<file path="src/design/pflrq_pkg.sv">
package pflrq_pkg;

  localparam int unsigned NumSlotsDef  = 16;
  localparam int unsigned NumLevelsDef = 16;

  localparam int unsigned OP_W         = 2;
  localparam int unsigned FIELD_W      = 4;
  localparam int unsigned IN_TDATA_W   = 16;
  localparam int unsigned OUT_TDATA_W  = 8;

  typedef enum logic [OP_W-1:0] {
    OP_ALLOC   = 2'd0,
    OP_RELEASE = 2'd1,
    OP_ENQUEUE = 2'd2,
    OP_DEQUEUE = 2'd3
  } op_e;

  typedef enum logic [1:0] {
    ST_IDLE,
    ST_EXEC,
    ST_ENQ_LINK,
    ST_DEQ_POP
  } state_e;

  typedef struct packed {
    logic load;
    logic alloc;
    logic release_slot;
    logic enq_first;
    logic enq_link;
    logic deq_read;
    logic deq_pop;
    logic emit_hit;
    logic emit_miss;
  } dp_cmd_t;

  typedef struct packed {
    op_e  op;
    logic slot_ok;
    logic level_ok;
    logic free_empty;
    logic head_none;
    logic tail_none;
    logic out_free;
  } dp_sts_t;

endpackage

</file>
<file path="src/design/pflrq_ram.sv">
module pflrq_ram #(
  parameter int unsigned WIDTH = 8,
  parameter int unsigned DEPTH = 16,
  parameter int unsigned AW    = (DEPTH > 1) ? $clog2(DEPTH) : 1
) (
  input  logic             clk_i,
  input  logic             we_i,
  input  logic [AW-1:0]    waddr_i,
  input  logic [WIDTH-1:0] wdata_i,
  input  logic             re_i,
  input  logic [AW-1:0]    raddr_i,
  output logic [WIDTH-1:0] rdata_o
);

  logic [WIDTH-1:0] mem_q [DEPTH];
  logic [WIDTH-1:0] rdata_q;

  always_ff @(posedge clk_i) begin
    if (we_i) begin
      mem_q[waddr_i] <= wdata_i;
    end
    if (re_i) begin
      rdata_q <= mem_q[raddr_i];
    end
  end

  assign rdata_o = rdata_q;

endmodule

</file>
<file path="src/design/pflrq_ctrl.sv">
module pflrq_ctrl (
  input  logic              clk_i,
  input  logic              rst_ni,
  input  logic              in_valid_i,
  output logic              in_ready_o,
  input  pflrq_pkg::dp_sts_t sts_i,
  output pflrq_pkg::dp_cmd_t cmd_o
);
  import pflrq_pkg::*;

  state_e state_q, state_d;

  always_ff @(posedge clk_i or negedge rst_ni) begin
    if (!rst_ni) begin
      state_q <= ST_IDLE;
    end else begin
      state_q <= state_d;
    end
  end

  // next state
  always_comb begin
    state_d = state_q;
    unique case (state_q)
      ST_IDLE: begin
        if (in_valid_i) state_d = ST_EXEC;
      end
      ST_EXEC: begin
        if (sts_i.out_free) begin
          state_d = ST_IDLE;
          unique case (sts_i.op)
            OP_ENQUEUE: begin
              if (sts_i.slot_ok && sts_i.level_ok && !sts_i.head_none && !sts_i.tail_none)
                state_d = ST_ENQ_LINK;
            end
            OP_DEQUEUE: begin
              if (sts_i.level_ok && !sts_i.head_none) state_d = ST_DEQ_POP;
            end
            default: state_d = ST_IDLE;
          endcase
        end
      end
      ST_ENQ_LINK, ST_DEQ_POP: begin
        if (sts_i.out_free) state_d = ST_IDLE;
      end
      default: state_d = ST_IDLE;
    endcase
  end

  // commands
  always_comb begin
    cmd_o      = '0;
    in_ready_o = 1'b0;
    unique case (state_q)
      ST_IDLE: begin
        in_ready_o = 1'b1;
        cmd_o.load = in_valid_i;
      end
      ST_EXEC: begin
        if (sts_i.out_free) begin
          unique case (sts_i.op)
            OP_ALLOC: begin
              if (sts_i.free_empty) begin
                cmd_o.emit_miss = 1'b1;
              end else begin
                cmd_o.alloc    = 1'b1;
                cmd_o.emit_hit = 1'b1;
              end
            end
            OP_RELEASE: begin
              if (!sts_i.slot_ok) begin
                cmd_o.emit_miss = 1'b1;
              end else begin
                cmd_o.release_slot = 1'b1;
                cmd_o.emit_hit     = 1'b1;
              end
            end
            OP_ENQUEUE: begin
              if (!(sts_i.slot_ok && sts_i.level_ok)) begin
                cmd_o.emit_miss = 1'b1;
              end else begin
                cmd_o.enq_first = 1'b1;
                cmd_o.emit_hit  = sts_i.head_none || sts_i.tail_none;
              end
            end
            OP_DEQUEUE: begin
              if (!sts_i.level_ok || sts_i.head_none) begin
                cmd_o.emit_miss = 1'b1;
              end else begin
                cmd_o.deq_read = 1'b1;
              end
            end
            default: cmd_o.emit_miss = 1'b1;
          endcase
        end
      end
      ST_ENQ_LINK: begin
        if (sts_i.out_free) begin
          cmd_o.enq_link = 1'b1;
          cmd_o.emit_hit = 1'b1;
        end
      end
      ST_DEQ_POP: begin
        if (sts_i.out_free) begin
          cmd_o.deq_pop  = 1'b1;
          cmd_o.emit_hit = 1'b1;
        end
      end
      default: cmd_o = '0;
    endcase
  end

endmodule

</file>
<file path="src/design/pflrq_dp.sv">
module pflrq_dp #(
  parameter int unsigned NUM_SLOTS  = pflrq_pkg::NumSlotsDef,
  parameter int unsigned NUM_LEVELS = pflrq_pkg::NumLevelsDef
) (
  input  logic                          clk_i,
  input  logic                          rst_ni,
  input  logic [pflrq_pkg::OP_W-1:0]    operation_i,
  input  logic [pflrq_pkg::FIELD_W-1:0] slot_i,
  input  logic [pflrq_pkg::FIELD_W-1:0] level_i,
  input  pflrq_pkg::dp_cmd_t            cmd_i,
  output pflrq_pkg::dp_sts_t            sts_o,
  output logic                          out_valid_o,
  input  logic                          out_ready_i,
  output logic [pflrq_pkg::FIELD_W-1:0] result_slot_o,
  output logic                          found_o
);
  import pflrq_pkg::*;

  localparam int unsigned LW   = $clog2(NUM_SLOTS + 1);
  localparam int unsigned SAW  = $clog2(NUM_SLOTS);
  localparam int unsigned LAW  = (NUM_LEVELS > 1) ? $clog2(NUM_LEVELS) : 1;
  localparam int unsigned HQW  = 2 * LW;
  localparam logic [LW-1:0] NONE = LW'(NUM_SLOTS);

  op_e                  op_q;
  logic [FIELD_W-1:0]   slot_q, level_q;
  logic [LW-1:0]        free_head_q, free_head_d;
  logic [LW-1:0]        head_q, tail_q;
  logic [NUM_SLOTS-1:0] link_vld_q;
  logic [NUM_LEVELS-1:0] hq_vld_q;
  logic [SAW-1:0]       link_raddr_q;
  logic [LAW-1:0]       hq_raddr_q;
  logic                 out_valid_q;
  logic [FIELD_W-1:0]   result_slot_q;
  logic                 found_q;

  logic                 link_we, link_re;
  logic [SAW-1:0]       link_waddr, link_raddr;
  logic [LW-1:0]        link_wdata, link_rdata, link_eff;
  logic                 hq_we, hq_re;
  logic [LAW-1:0]       hq_waddr, hq_raddr;
  logic [HQW-1:0]       hq_wdata, hq_rdata, hq_eff;
  logic [LW-1:0]        hq_head, hq_tail;
  logic                 head_none, tail_none;
  logic [FIELD_W-1:0]   hit_slot;

  pflrq_ram #(.WIDTH(LW), .DEPTH(NUM_SLOTS), .AW(SAW)) u_link_ram (
    .clk_i   (clk_i),
    .we_i    (link_we),
    .waddr_i (link_waddr),
    .wdata_i (link_wdata),
    .re_i    (link_re),
    .raddr_i (link_raddr),
    .rdata_o (link_rdata)
  );

  pflrq_ram #(.WIDTH(HQW), .DEPTH(NUM_LEVELS), .AW(LAW)) u_hq_ram (
    .clk_i   (clk_i),
    .we_i    (hq_we),
    .waddr_i (hq_waddr),
    .wdata_i (hq_wdata),
    .re_i    (hq_re),
    .raddr_i (hq_raddr),
    .rdata_o (hq_rdata)
  );

  // never-written entries read as their reset contents
  assign link_eff = link_vld_q[link_raddr_q] ? link_rdata
                                             : LW'(link_raddr_q) + LW'(1);
  assign hq_eff   = hq_vld_q[hq_raddr_q] ? hq_rdata : {NONE, NONE};
  assign hq_head  = hq_eff[HQW-1:LW];
  assign hq_tail  = hq_eff[LW-1:0];
  assign head_none = hq_head >= NONE;
  assign tail_none = hq_tail >= NONE;

  // link memory port
  always_comb begin
    link_re    = cmd_i.load || cmd_i.deq_read;
    link_raddr = cmd_i.load ? SAW'(free_head_q) : SAW'(hq_head);
    link_we    = cmd_i.release_slot || cmd_i.enq_first || cmd_i.enq_link;
    link_waddr = cmd_i.enq_link ? SAW'(tail_q) : SAW'(slot_q);
    link_wdata = NONE;
    if (cmd_i.release_slot) begin
      link_wdata = free_head_q;
    end else if (cmd_i.enq_link) begin
      link_wdata = LW'(slot_q);
    end
  end

  // head and tail memory port
  always_comb begin
    hq_re    = cmd_i.load;
    hq_raddr = LAW'(level_i);
    hq_we    = cmd_i.enq_first || cmd_i.deq_pop;
    hq_waddr = LAW'(level_q);
    if (cmd_i.deq_pop) begin
      hq_wdata = {link_eff, (link_eff >= NONE) ? NONE : tail_q};
    end else begin
      hq_wdata = {(head_none || tail_none) ? LW'(slot_q) : hq_head, LW'(slot_q)};
    end
  end

  always_comb begin
    free_head_d = free_head_q;
    if (cmd_i.alloc) begin
      free_head_d = link_eff;
    end else if (cmd_i.release_slot) begin
      free_head_d = LW'(slot_q);
    end
  end

  always_comb begin
    unique case (op_q)
      OP_ALLOC:   hit_slot = FIELD_W'(free_head_q);
      OP_DEQUEUE: hit_slot = FIELD_W'(head_q);
      default:    hit_slot = slot_q;
    endcase
  end

  always_ff @(posedge clk_i or negedge rst_ni) begin
    if (!rst_ni) begin
      free_head_q <= '0;
      link_vld_q  <= '0;
      hq_vld_q    <= '0;
      out_valid_q <= 1'b0;
    end else begin
      free_head_q <= free_head_d;
      if (link_we) link_vld_q[link_waddr] <= 1'b1;
      if (hq_we) hq_vld_q[hq_waddr] <= 1'b1;
      if (cmd_i.emit_hit || cmd_i.emit_miss) begin
        out_valid_q <= 1'b1;
      end else if (out_ready_i) begin
        out_valid_q <= 1'b0;
      end
    end
  end

  always_ff @(posedge clk_i) begin
    if (cmd_i.load) begin
      op_q    <= op_e'(operation_i);
      slot_q  <= slot_i;
      level_q <= level_i;
    end
    if (link_re) link_raddr_q <= link_raddr;
    if (hq_re) hq_raddr_q <= hq_raddr;
    if (cmd_i.enq_first || cmd_i.deq_read) begin
      head_q <= hq_head;
      tail_q <= hq_tail;
    end
    if (cmd_i.emit_hit) begin
      result_slot_q <= hit_slot;
      found_q       <= 1'b1;
    end else if (cmd_i.emit_miss) begin
      result_slot_q <= '0;
      found_q       <= 1'b0;
    end
  end

  always_comb begin
    sts_o.op         = op_q;
    sts_o.slot_ok    = 32'(slot_q) < NUM_SLOTS;
    sts_o.level_ok   = 32'(level_q) < NUM_LEVELS;
    sts_o.free_empty = free_head_q >= NONE;
    sts_o.head_none  = head_none;
    sts_o.tail_none  = tail_none;
    sts_o.out_free   = !out_valid_q || out_ready_i;
  end

  assign out_valid_o   = out_valid_q;
  assign result_slot_o = result_slot_q;
  assign found_o       = found_q;

endmodule

</file>
<file path="src/design/process_free_list_and_ready_queues_unit.sv">
// channel   dir   handshake                      payload
// s_axis    in    s_axis_tvalid / s_axis_tready  tdata: operation, slot, level
// m_axis    out   m_axis_tvalid / m_axis_tready  tdata: result_slot, found
//
// one word at a time: allocate, release, enqueue onto an empty level and misses
// run ST_IDLE, ST_EXEC; enqueue onto a busy level and a dequeue hit add ST_ENQ_LINK
// or ST_DEQ_POP, set by the shared link memory's one write port and registered read
// reset: free list holds every slot in order, all levels empty, no clearing pass
// a held result stalls the next word in ST_EXEC until m_axis_tready
module process_free_list_and_ready_queues_unit #(
  parameter int unsigned NUM_SLOTS  = pflrq_pkg::NumSlotsDef,
  parameter int unsigned NUM_LEVELS = pflrq_pkg::NumLevelsDef
) (
  input  logic                              clk_i,
  input  logic                              rst_ni,
  input  logic                              s_axis_tvalid,
  output logic                              s_axis_tready,
  input  logic [pflrq_pkg::IN_TDATA_W-1:0]  s_axis_tdata,  // operation, slot, level
  output logic                              m_axis_tvalid,
  input  logic                              m_axis_tready,
  output logic [pflrq_pkg::OUT_TDATA_W-1:0] m_axis_tdata   // result_slot, found
);
  import pflrq_pkg::*;

  dp_cmd_t            cmd;
  dp_sts_t            sts;
  logic [FIELD_W-1:0] result_slot;
  logic               found;

  pflrq_ctrl u_ctrl (
    .clk_i      (clk_i),
    .rst_ni     (rst_ni),
    .in_valid_i (s_axis_tvalid),
    .in_ready_o (s_axis_tready),
    .sts_i      (sts),
    .cmd_o      (cmd)
  );

  pflrq_dp #(
    .NUM_SLOTS  (NUM_SLOTS),
    .NUM_LEVELS (NUM_LEVELS)
  ) u_dp (
    .clk_i         (clk_i),
    .rst_ni        (rst_ni),
    .operation_i   (s_axis_tdata[OP_W-1:0]),
    .slot_i        (s_axis_tdata[OP_W+FIELD_W-1:OP_W]),
    .level_i       (s_axis_tdata[OP_W+2*FIELD_W-1:OP_W+FIELD_W]),
    .cmd_i         (cmd),
    .sts_o         (sts),
    .out_valid_o   (m_axis_tvalid),
    .out_ready_i   (m_axis_tready),
    .result_slot_o (result_slot),
    .found_o       (found)
  );

  assign m_axis_tdata = {{(OUT_TDATA_W - FIELD_W - 1){1'b0}}, found, result_slot};

endmodule
</file>
<file path="config.mk">
export PLATFORM = sky130hd
export DESIGN_NAME = process_free_list_and_ready_queues_unit
export DESIGN_NICKNAME = d
export VERILOG_FILES = /design/src/design/pflrq_pkg.sv /design/src/design/pflrq_ram.sv /design/src/design/pflrq_ctrl.sv /design/src/design/pflrq_dp.sv /design/src/design/process_free_list_and_ready_queues_unit.sv
export SDC_FILE = /design/constraint.sdc
export NUM_CORES = 1
export LEC_CHECK = 0
export ABC_AREA = 1
export BUFFER_PORTS_ARGS = -buffer_cell sky130_fd_sc_hd__buf_2
export CAP_MARGIN = 20
export CORE_MARGIN = 5
export CORE_UTILIZATION = 56
export CTS_CLUSTER_SIZE = 8
export DETAILED_ROUTE_END_ITERATION = 6
export PLACE_DENSITY = 0.82
export SYNTH_ARGS = -nofsm -noshare
export SYNTH_HDL_FRONTEND = slang
export SYNTH_SLANG_ARGS = --single-unit
</file>
<file path="constraint.sdc">
create_clock -name clk_i -period 2.4 [get_ports clk_i]
set_clock_uncertainty 0.15 [all_clocks]
set_input_delay 0.72 -clock clk_i [delete_from_list [all_inputs] [get_ports clk_i]]
set_output_delay 0.72 -clock clk_i [all_outputs]
set_load 0.02 [all_outputs]
</file>
==> results of run 1 <==
-- layout by cell type, fill, tap and decap left out, types with 3 or more instances in the layout --
master / instances
nand3_2: 40
clkbuf_1: 34
buf_8: 3
nor2_4: 20
or2_2: 25
dfrtp_1: 40
nand2_1: 164
clkbuf_16: 47
ha_1: 7
o21ai_0: 80
inv_2: 5
nand3_1: 72
nor2_2: 4
o21ai_1: 9
a21oi_2: 6
buf_12: 37
a21oi_1: 46
buf_6: 28
o2111ai_1: 3
buf_4: 83
nand2_2: 30
clkinvlp_4: 4
buf_2: 20
nor2_1: 33
nand4_1: 5
nand2_4: 6
edfxtp_1: 282
inv_1: 132
o21ai_2: 8
mux2i_1: 44
nand3_4: 7
conb_1: 3
o211ai_1: 42
-- per-layer routing --
metal	GRT usage (%)	part of all wire (%)
met5	0	0
met4	11.6	6.2
met3	6.09	13
met2	44.8	47
met1	34.5	34
-- repair_timing --
item | CTS | global route
setup endpoints to repair | 119 | 435
buffers inserted | 10 | 11
pin swaps | 18 | 28
gates cloned | 8 | 3
resized for setup | 70 | 115
-- worst max path at each step --
stage,start,end,slack (ns),cells past startpoint
after CTS,u_dp.hq_waddr[0],u_dp.u_link_ram.rdata_o[0],-0.14,19
final,u_dp.hq_waddr[0],u_dp.u_link_ram.rdata_o[2],-0.33,15
after global routing,u_dp.hq_waddr[0],u_dp.u_link_ram.rdata_o[2],-0.41,15
after floorplan,u_dp.hq_waddr[1],u_dp.u_hq_ram.mem_q[0][8],-0.06,13
after global placement,u_dp.link_raddr_q[0],u_dp.u_hq_ram.mem_q[1][4],-0.27,10
after detailed placement,u_dp.link_raddr_q[0],u_dp.u_hq_ram.mem_q[0][4],-0.40,10
-- power by group --
group / internal (mW) / total (mW) / switching [mW] / leakage (nW)
combinational: 1.60 / 4.22 / 2.62 / 3.50
sequential: 6.72 / 7.04 / 0.318 / 3.10
clock: 3.59 / 5.99 / 2.39 / 0.624
-- kinds of logic (layout without fill, tap and decap cells) --
| kind of cell | Yosys count | in the layout |
|---|---|---|
| and+or+nand+nor | 409 | 409 |
| DFF | 323 | 323 |
| AOI/OAI and AO/OA | 203 | 204 |
| buffers and inverters | 198 | 401 |
| muxes | 44 | 44 |
| adders and majority gates | 7 | 7 |
| xor gates and xnor gates | 2 | 2 |
| other | 1 | 3 |
-- state kept, by name (all words and copies together) (netlist names) --
name / cells
u_dp.found_o: 1
u_dp.op_q: 2
u_dp.tail_q: 5
u_dp.result_slot_o: 4
u_dp.hq_waddr: 4
u_dp.u_link_ram.mem_q: 80
u_dp.link_vld_q: 16
u_ctrl.state_q: 2
u_dp.head_q: 4
u_dp.u_hq_ram.rdata_o: 10
u_dp.u_link_ram.rdata_o: 5
u_dp.link_raddr_q: 4
u_dp.out_valid_o: 1
u_dp.slot_q: 4
u_dp.hq_vld_q: 16
u_dp.free_head_q: 5
u_dp.u_hq_ram.mem_q: 160
-- worst reg2reg max path, delay by kind of cell (launching register included) --
kind	cells	cell delay, ns
buffers and inverters	3	0.59
and+or+nand+nor	10	1.04
AOI/OAI and AO/OA	2	0.29
DFF	1	0.44
-- cell type report --
cell class	instances	area (um^2)	area share, %
Sequential cell	323	9490	53.0
Multi-Input combinational cell	669	4210	23.5
Timing Repair Buffer	174	1900	10.6
Clock buffer	80	1280	7.15
Inverter	143	557	3.11
Tap cell	324	405	2.27
Clock inverter	3	43.8	0.245
Timing Repair inverter	1	7.51	0.0419
==> results.json, run 1 <==
{
  "wl_per_cell_um": 25.2,
  "clock_sinks": 323,
  "synth.distinct_cells": 36,
  "preCtsSetupSlack_ns": -0.404,
  "wl_um": 43300,
  "io_pins": 30,
  "synth_top_family_by_area": "simple AND/OR/NAND/NOR gates",
  "fin_hold_ws_ns": 0.0787,
  "core_um2": 24300,
  "finalNonFillerCells": 1717,
  "grt_pass1_vias": 10700,
  "clk_latency_ns": 0.56,
  "grt_overflow_total": 0,
  "antenna_found_initial": 1,
  "crit_chain": "buf_6 > buf_6 > nand2_1 > nand2_1 > nand2_1 > nand2_1 > nand2_2 > nand2_4 > nor2_4 > o21ai_1 > o21ai_2 > buf_2 > nand3_1 > nand3_1 > nand2_2",
  "grt_pass1_wl_um": 58800,
  "port-buffer-count": 20,
  "reg2reg_depth": 15,
  "arrival_ns": 2.90,
  "netlist.area_leader.share_pct": 61.4,
  "rows": 57,
  "clock.fmax_ghz": 0.366,
  "crit_type": "flop to flop",
  "cp_num_buf_inv": 3,
  "cts_buffers": 46,
  "fillCellCount": 1233,
  "synthMuxAreaShare_pct": 3.19,
  "drive_gt1_share_pct": 28.0,
  "track_usage_pct": 27.0,
  "die_h_um": 167,
  "antenna_cells": 0,
  "finalCritPeriodShare_pct": 114,
  "crit_path_top_delay_cell": "edfxtp_1",
  "synth.area.top_cells": "edfxtp_1 61%, dfrtp_1 7.3%, nand2_1 5.4%",
  "clk_pin_slew_ns": 0.06,
  "synthFlopType": "edfxtp_1",
  "cp-start-kind": "flop",
  "tritoncts": "done",
  "ys_ff_latch": 323,
  "violations": "negative setup slack",
  "cpLargestDelayFamily": "simple AND/OR/NAND/NOR gates",
  "synthAdderAreaFrac_pct": 0.635,
  "ctsHoldBuffers": 0,
  "synth-compound-area-share_pct": 8.33,
  "synth_xor_area_share_pct": 0.127,
  "final_util_pct": 73.6,
  "grt_max_degree": 42,
  "synth-edff-count": 282,
  "synthMostInstantiatedCell": "edfxtp_1",
  "nets": 1385,
  "dr.pass1.iters": 6,
  "status": "complete, but fails checks",
  "final-hold-violation-count": 0,
  "antenna_left": 0,
  "initialDrtViolationCount": 1897,
  "finalSetupViolCount": 182,
  "vias": 11100,
  "maxCapViolations": 0,
  "hp-class": "input pin to async pin",
  "worst_pin_slew_ns": 0.579,
  "dp_cells": 1605,
  "synthArstFlopShare_pct": 12.4,
  "finalCriticalPeriod_ns": 2.73,
  "slew_violations": 0,
  "setup_tns_ns": -29.51,
  "htreeDepth": 2,
  "cp.required_ns": 2.56,
  "rrSetupSlack_ns": -0.33,
  "final_area_um2": 17900,
  "drc": 0,
  "clock_path_buffers": 3,
  "ys_seq_area_share_pct": 68.8,
  "dpl-instance-area_um2": 15600,
  "peakVddDrop_uv": 651,
  "finalPower_mw": 17.2,
  "dp_hpwl_um": 21300,
  "place.gp.congestion": 0.909,
  "die_w_um": 167,
  "netlist_area_um2": 13800,
  "crit_path_end_kind": "flop",
  "syn_to_final_growth_pct": 29.7,
  "p_per_area_nw_per_um2": 963,
  "yosys_warnings": 0,
  "start_util_pct": 56.7,
  "worstReg2RegStart": "u_dp.hq_waddr[0]",
  "cp_common_cell": "nand2_1",
  "dieArea_um2": 27900,
  "root_buffer": "clkbuf_16",
  "yosys.area.top_type": "edfxtp_1",
  "slew-limit-headroom_pct": 61.4,
  "rsz0062_at_grt": "yes",
  "cpPeakStageDelay_ns": 0.44,
  "reg2reg_to": "u_dp.u_link_ram.rdata_o[2]",
  "fin_ws_ns": -0.333,
  "synthTopCellsByCount": "282 x edfxtp_1, 197 x nand2_1, 139 x inv_1, 118 x nand3_1, 97 x o21ai_0",
  "syn_inst": 1187,
  "leakagePower_nw": 7.23,
  "viasPerCell": 6.44,
  "crit_path_max_fanout": 5,
  "synth_simple_gate_area_share_pct": 13.1,
  "syn_avg_cell_area_um2": 11.6
}
Note: power is estimated with default switching activity, not from simulation.
==> run 2, diff against run 1 <==
--- a/config.mk
+++ b/config.mk
@@ -13,6 +13,7 @@
 export CTS_CLUSTER_SIZE = 8
 export DETAILED_ROUTE_END_ITERATION = 6
 export PLACE_DENSITY = 0.82
+export SKIP_CTS_REPAIR_TIMING = 1
 export SYNTH_ARGS = -nofsm -noshare
 export SYNTH_HDL_FRONTEND = slang
 export SYNTH_SLANG_ARGS = --single-unit
==> run 2 against run 1 <==
Compared with the run above: the flow finishes with violations (design-rule violations, negative setup slack); worst hold slack better by 0.014 ns; final cell count about the same; largest power group unchanged; worst setup slack lost 0.067 ns; power fell by 0.83%; combinational power down 3%; final area is 0.75% lower; critical path depth up 3; sequential power about the same; clock power about the same; non-clock buffer count fell by 2; critical endpoint is now u_dp.u_link_ram.rdata_o[3]; sequential cell count unchanged; die area is the same.
==> results.json, run 2 (synthesis gave the netlist of run 1 again) <==
{
  "peakVddDrop_uv": 681,
  "rows": 57,
  "dieArea_um2": 27900,
  "die_h_um": 167,
  "cp.required_ns": 2.55,
  "rrSetupSlack_ns": -0.40,
  "cts_buffers": 46,
  "finalCritPeriodShare_pct": 117,
  "dp_cells": 1605,
  "preCtsSetupSlack_ns": -0.404,
  "wl_met1_um": 14100,
  "fillCellCount": 1271,
  "grt_pass1_vias": 10000,
  "violations": "design-rule violations, negative setup slack",
  "largest_reg_flops": 160,
  "io_pins": 30,
  "crit_chain": "buf_6 > clkinv_2 > nand2_1 > nand2_1 > nand2_1 > nand2_1 > nand2_1 > nand2_2 > inv_2 > nand2_4 > nand3_4 > nand2_8 > clkbuf_16 > nand2_1 > nand3_2 > nand3_2 > nand3_2 > nand2_1",
  "leakagePower_nw": 7.21,
  "antenna_left": 0,
  "nets": 1384,
  "dr.pass1.iters": 7,
  "top_regs": "u_dp.u_hq_ram.mem_q: 160 flops, u_dp.u_link_ram.mem_q: 80 flops",
  "clock.fmax_ghz": 0.357,
  "p_per_area_nw_per_um2": 963,
  "rsz0062_at_grt": "yes",
  "syn_to_final_growth_pct": 28.7,
  "grt_max_degree": 42,
  "root_buffer": "clkbuf_16",
  "slew_violations": 0,
  "antenna_cells": 0,
  "clk_latency_ns": 0.56,
  "cp-start-kind": "flop",
  "hp-class": "input pin to async pin",
  "multiInputGateArea_um2": 4140,
  "viasPerCell": 6.46,
  "clock_sinks": 323,
  "crit_path_max_fanout": 7,
  "crit_path_end_kind": "flop",
  "seq_area_um2": 9490,
  "drc": 1,
  "port-buffer-count": 20,
  "worstReg2RegStart": "u_dp.hq_waddr[0]",
  "clock_path_buffers": 3,
  "vias": 11100,
  "worst_pin_slew_ns": 0.580,
  "top_layer_used": "met4",
  "regMostFlops": "u_dp.u_hq_ram.mem_q",
  "tritoncts": "done",
  "wl_met3_um": 5930,
  "arrival_ns": 2.95,
  "reg2reg_to": "u_dp.u_link_ram.rdata_o[3]",
  "start_util_pct": 56.7,
  "grt_overflow_total": 0,
  "status": "complete, but fails checks",
  "wl_per_cell_um": 25.0,
  "finalPower_mw": 17.1,
  "layout_common_cells": "282 x edfxtp_1, 160 x nand2_1, 135 x inv_1",
  "maxCapViolations": 0,
  "final_util_pct": 73.0,
  "finalCriticalPeriod_ns": 2.80,
  "fin_ws_ns": -0.401,
  "fin_hold_ws_ns": 0.0924,
  "clk_pin_slew_ns": 0.06,
  "final-hold-violation-count": 0,
  "place.gp.congestion": 0.909,
  "core_um2": 24300,
  "finalNonFillerCells": 1716,
  "reg2reg_depth": 18,
  "dp_hpwl_um": 21300,
  "antenna_found_initial": 1,
  "wl_um": 42900,
  "htreeDepth": 2,
  "slew-limit-headroom_pct": 61.3,
  "grt_pass1_wl_um": 54700,
  "cpPeakStageDelay_ns": 0.42,
  "setup_tns_ns": -26.18,
  "cp_common_cell": "nand2_1",
  "initialDrtViolationCount": 1868,
  "dr_wl_met2_um": 20200,
  "drive_gt1_share_pct": 26.4,
  "crit_path_top_delay_cell": "edfxtp_1",
  "die_w_um": 167,
  "track_usage_pct": 24.9,
  "final_common_cell": "edfxtp_1",
  "crit_type": "flop to flop",
  "finalSetupViolCount": 204,
  "dpl-instance-area_um2": 15600,
  "final_area_um2": 17800
}
## run 2: area by class of cell
class / count / share of cell area [%]
clock buffers: 80 / 7.20
well taps: 324 / 2.28
repair inverters: 2 / 0.0564
flip-flops and latches: 323 / 53.4
clock inverters: 3 / 0.247
inverters: 143 / 3.10
multi-input cells: 669 / 23.3
repair buffers: 172 / 10.4
## run 2: metal layers
| layer | up-vias | track usage [%] |
|---|---|---|
| li1 | 4497 | - |
| met1 | 5183 | 32.7 |
| met2 | 1103 | 42.1 |
| met3 | 294 | 5.10 |
| met4 | 0 | 7.44 |
| met5 | - | 0 |
## run 2: report_power, final
part           switching (mW)  internal [mW]
clock                    2.39           3.59
combinational            2.56           1.53
sequential              0.306           6.72
total                    5.26           11.8
## run 2: critical path: cells and delay by family, from the launching register on
family	cells	cell delay, ns
flops	1	0.42
buf+inv	4	0.48
simple gates	14	1.49
## run 2: how the worst max path moves through the flow
| stage | start | endpoint | slack, ns | depth (start not counted) |
|---|---|---|---|---|
| finish | u_dp.hq_waddr[0] | u_dp.u_link_ram.rdata_o[3] | -0.40 | 18 |
| global route | u_dp.hq_waddr[0] | u_dp.u_link_ram.rdata_o[3] | -0.45 | 18 |
| CTS | u_dp.hq_waddr[0] | u_dp.u_link_ram.rdata_o[4] | -0.52 | 14 |
| detailed placement | u_dp.link_raddr_q[0] | u_dp.u_hq_ram.mem_q[0][4] | -0.40 | 10 |
| global placement | u_dp.link_raddr_q[0] | u_dp.u_hq_ram.mem_q[1][4] | -0.27 | 10 |
| floorplan | u_dp.hq_waddr[1] | u_dp.u_hq_ram.mem_q[0][8] | -0.06 | 13 |
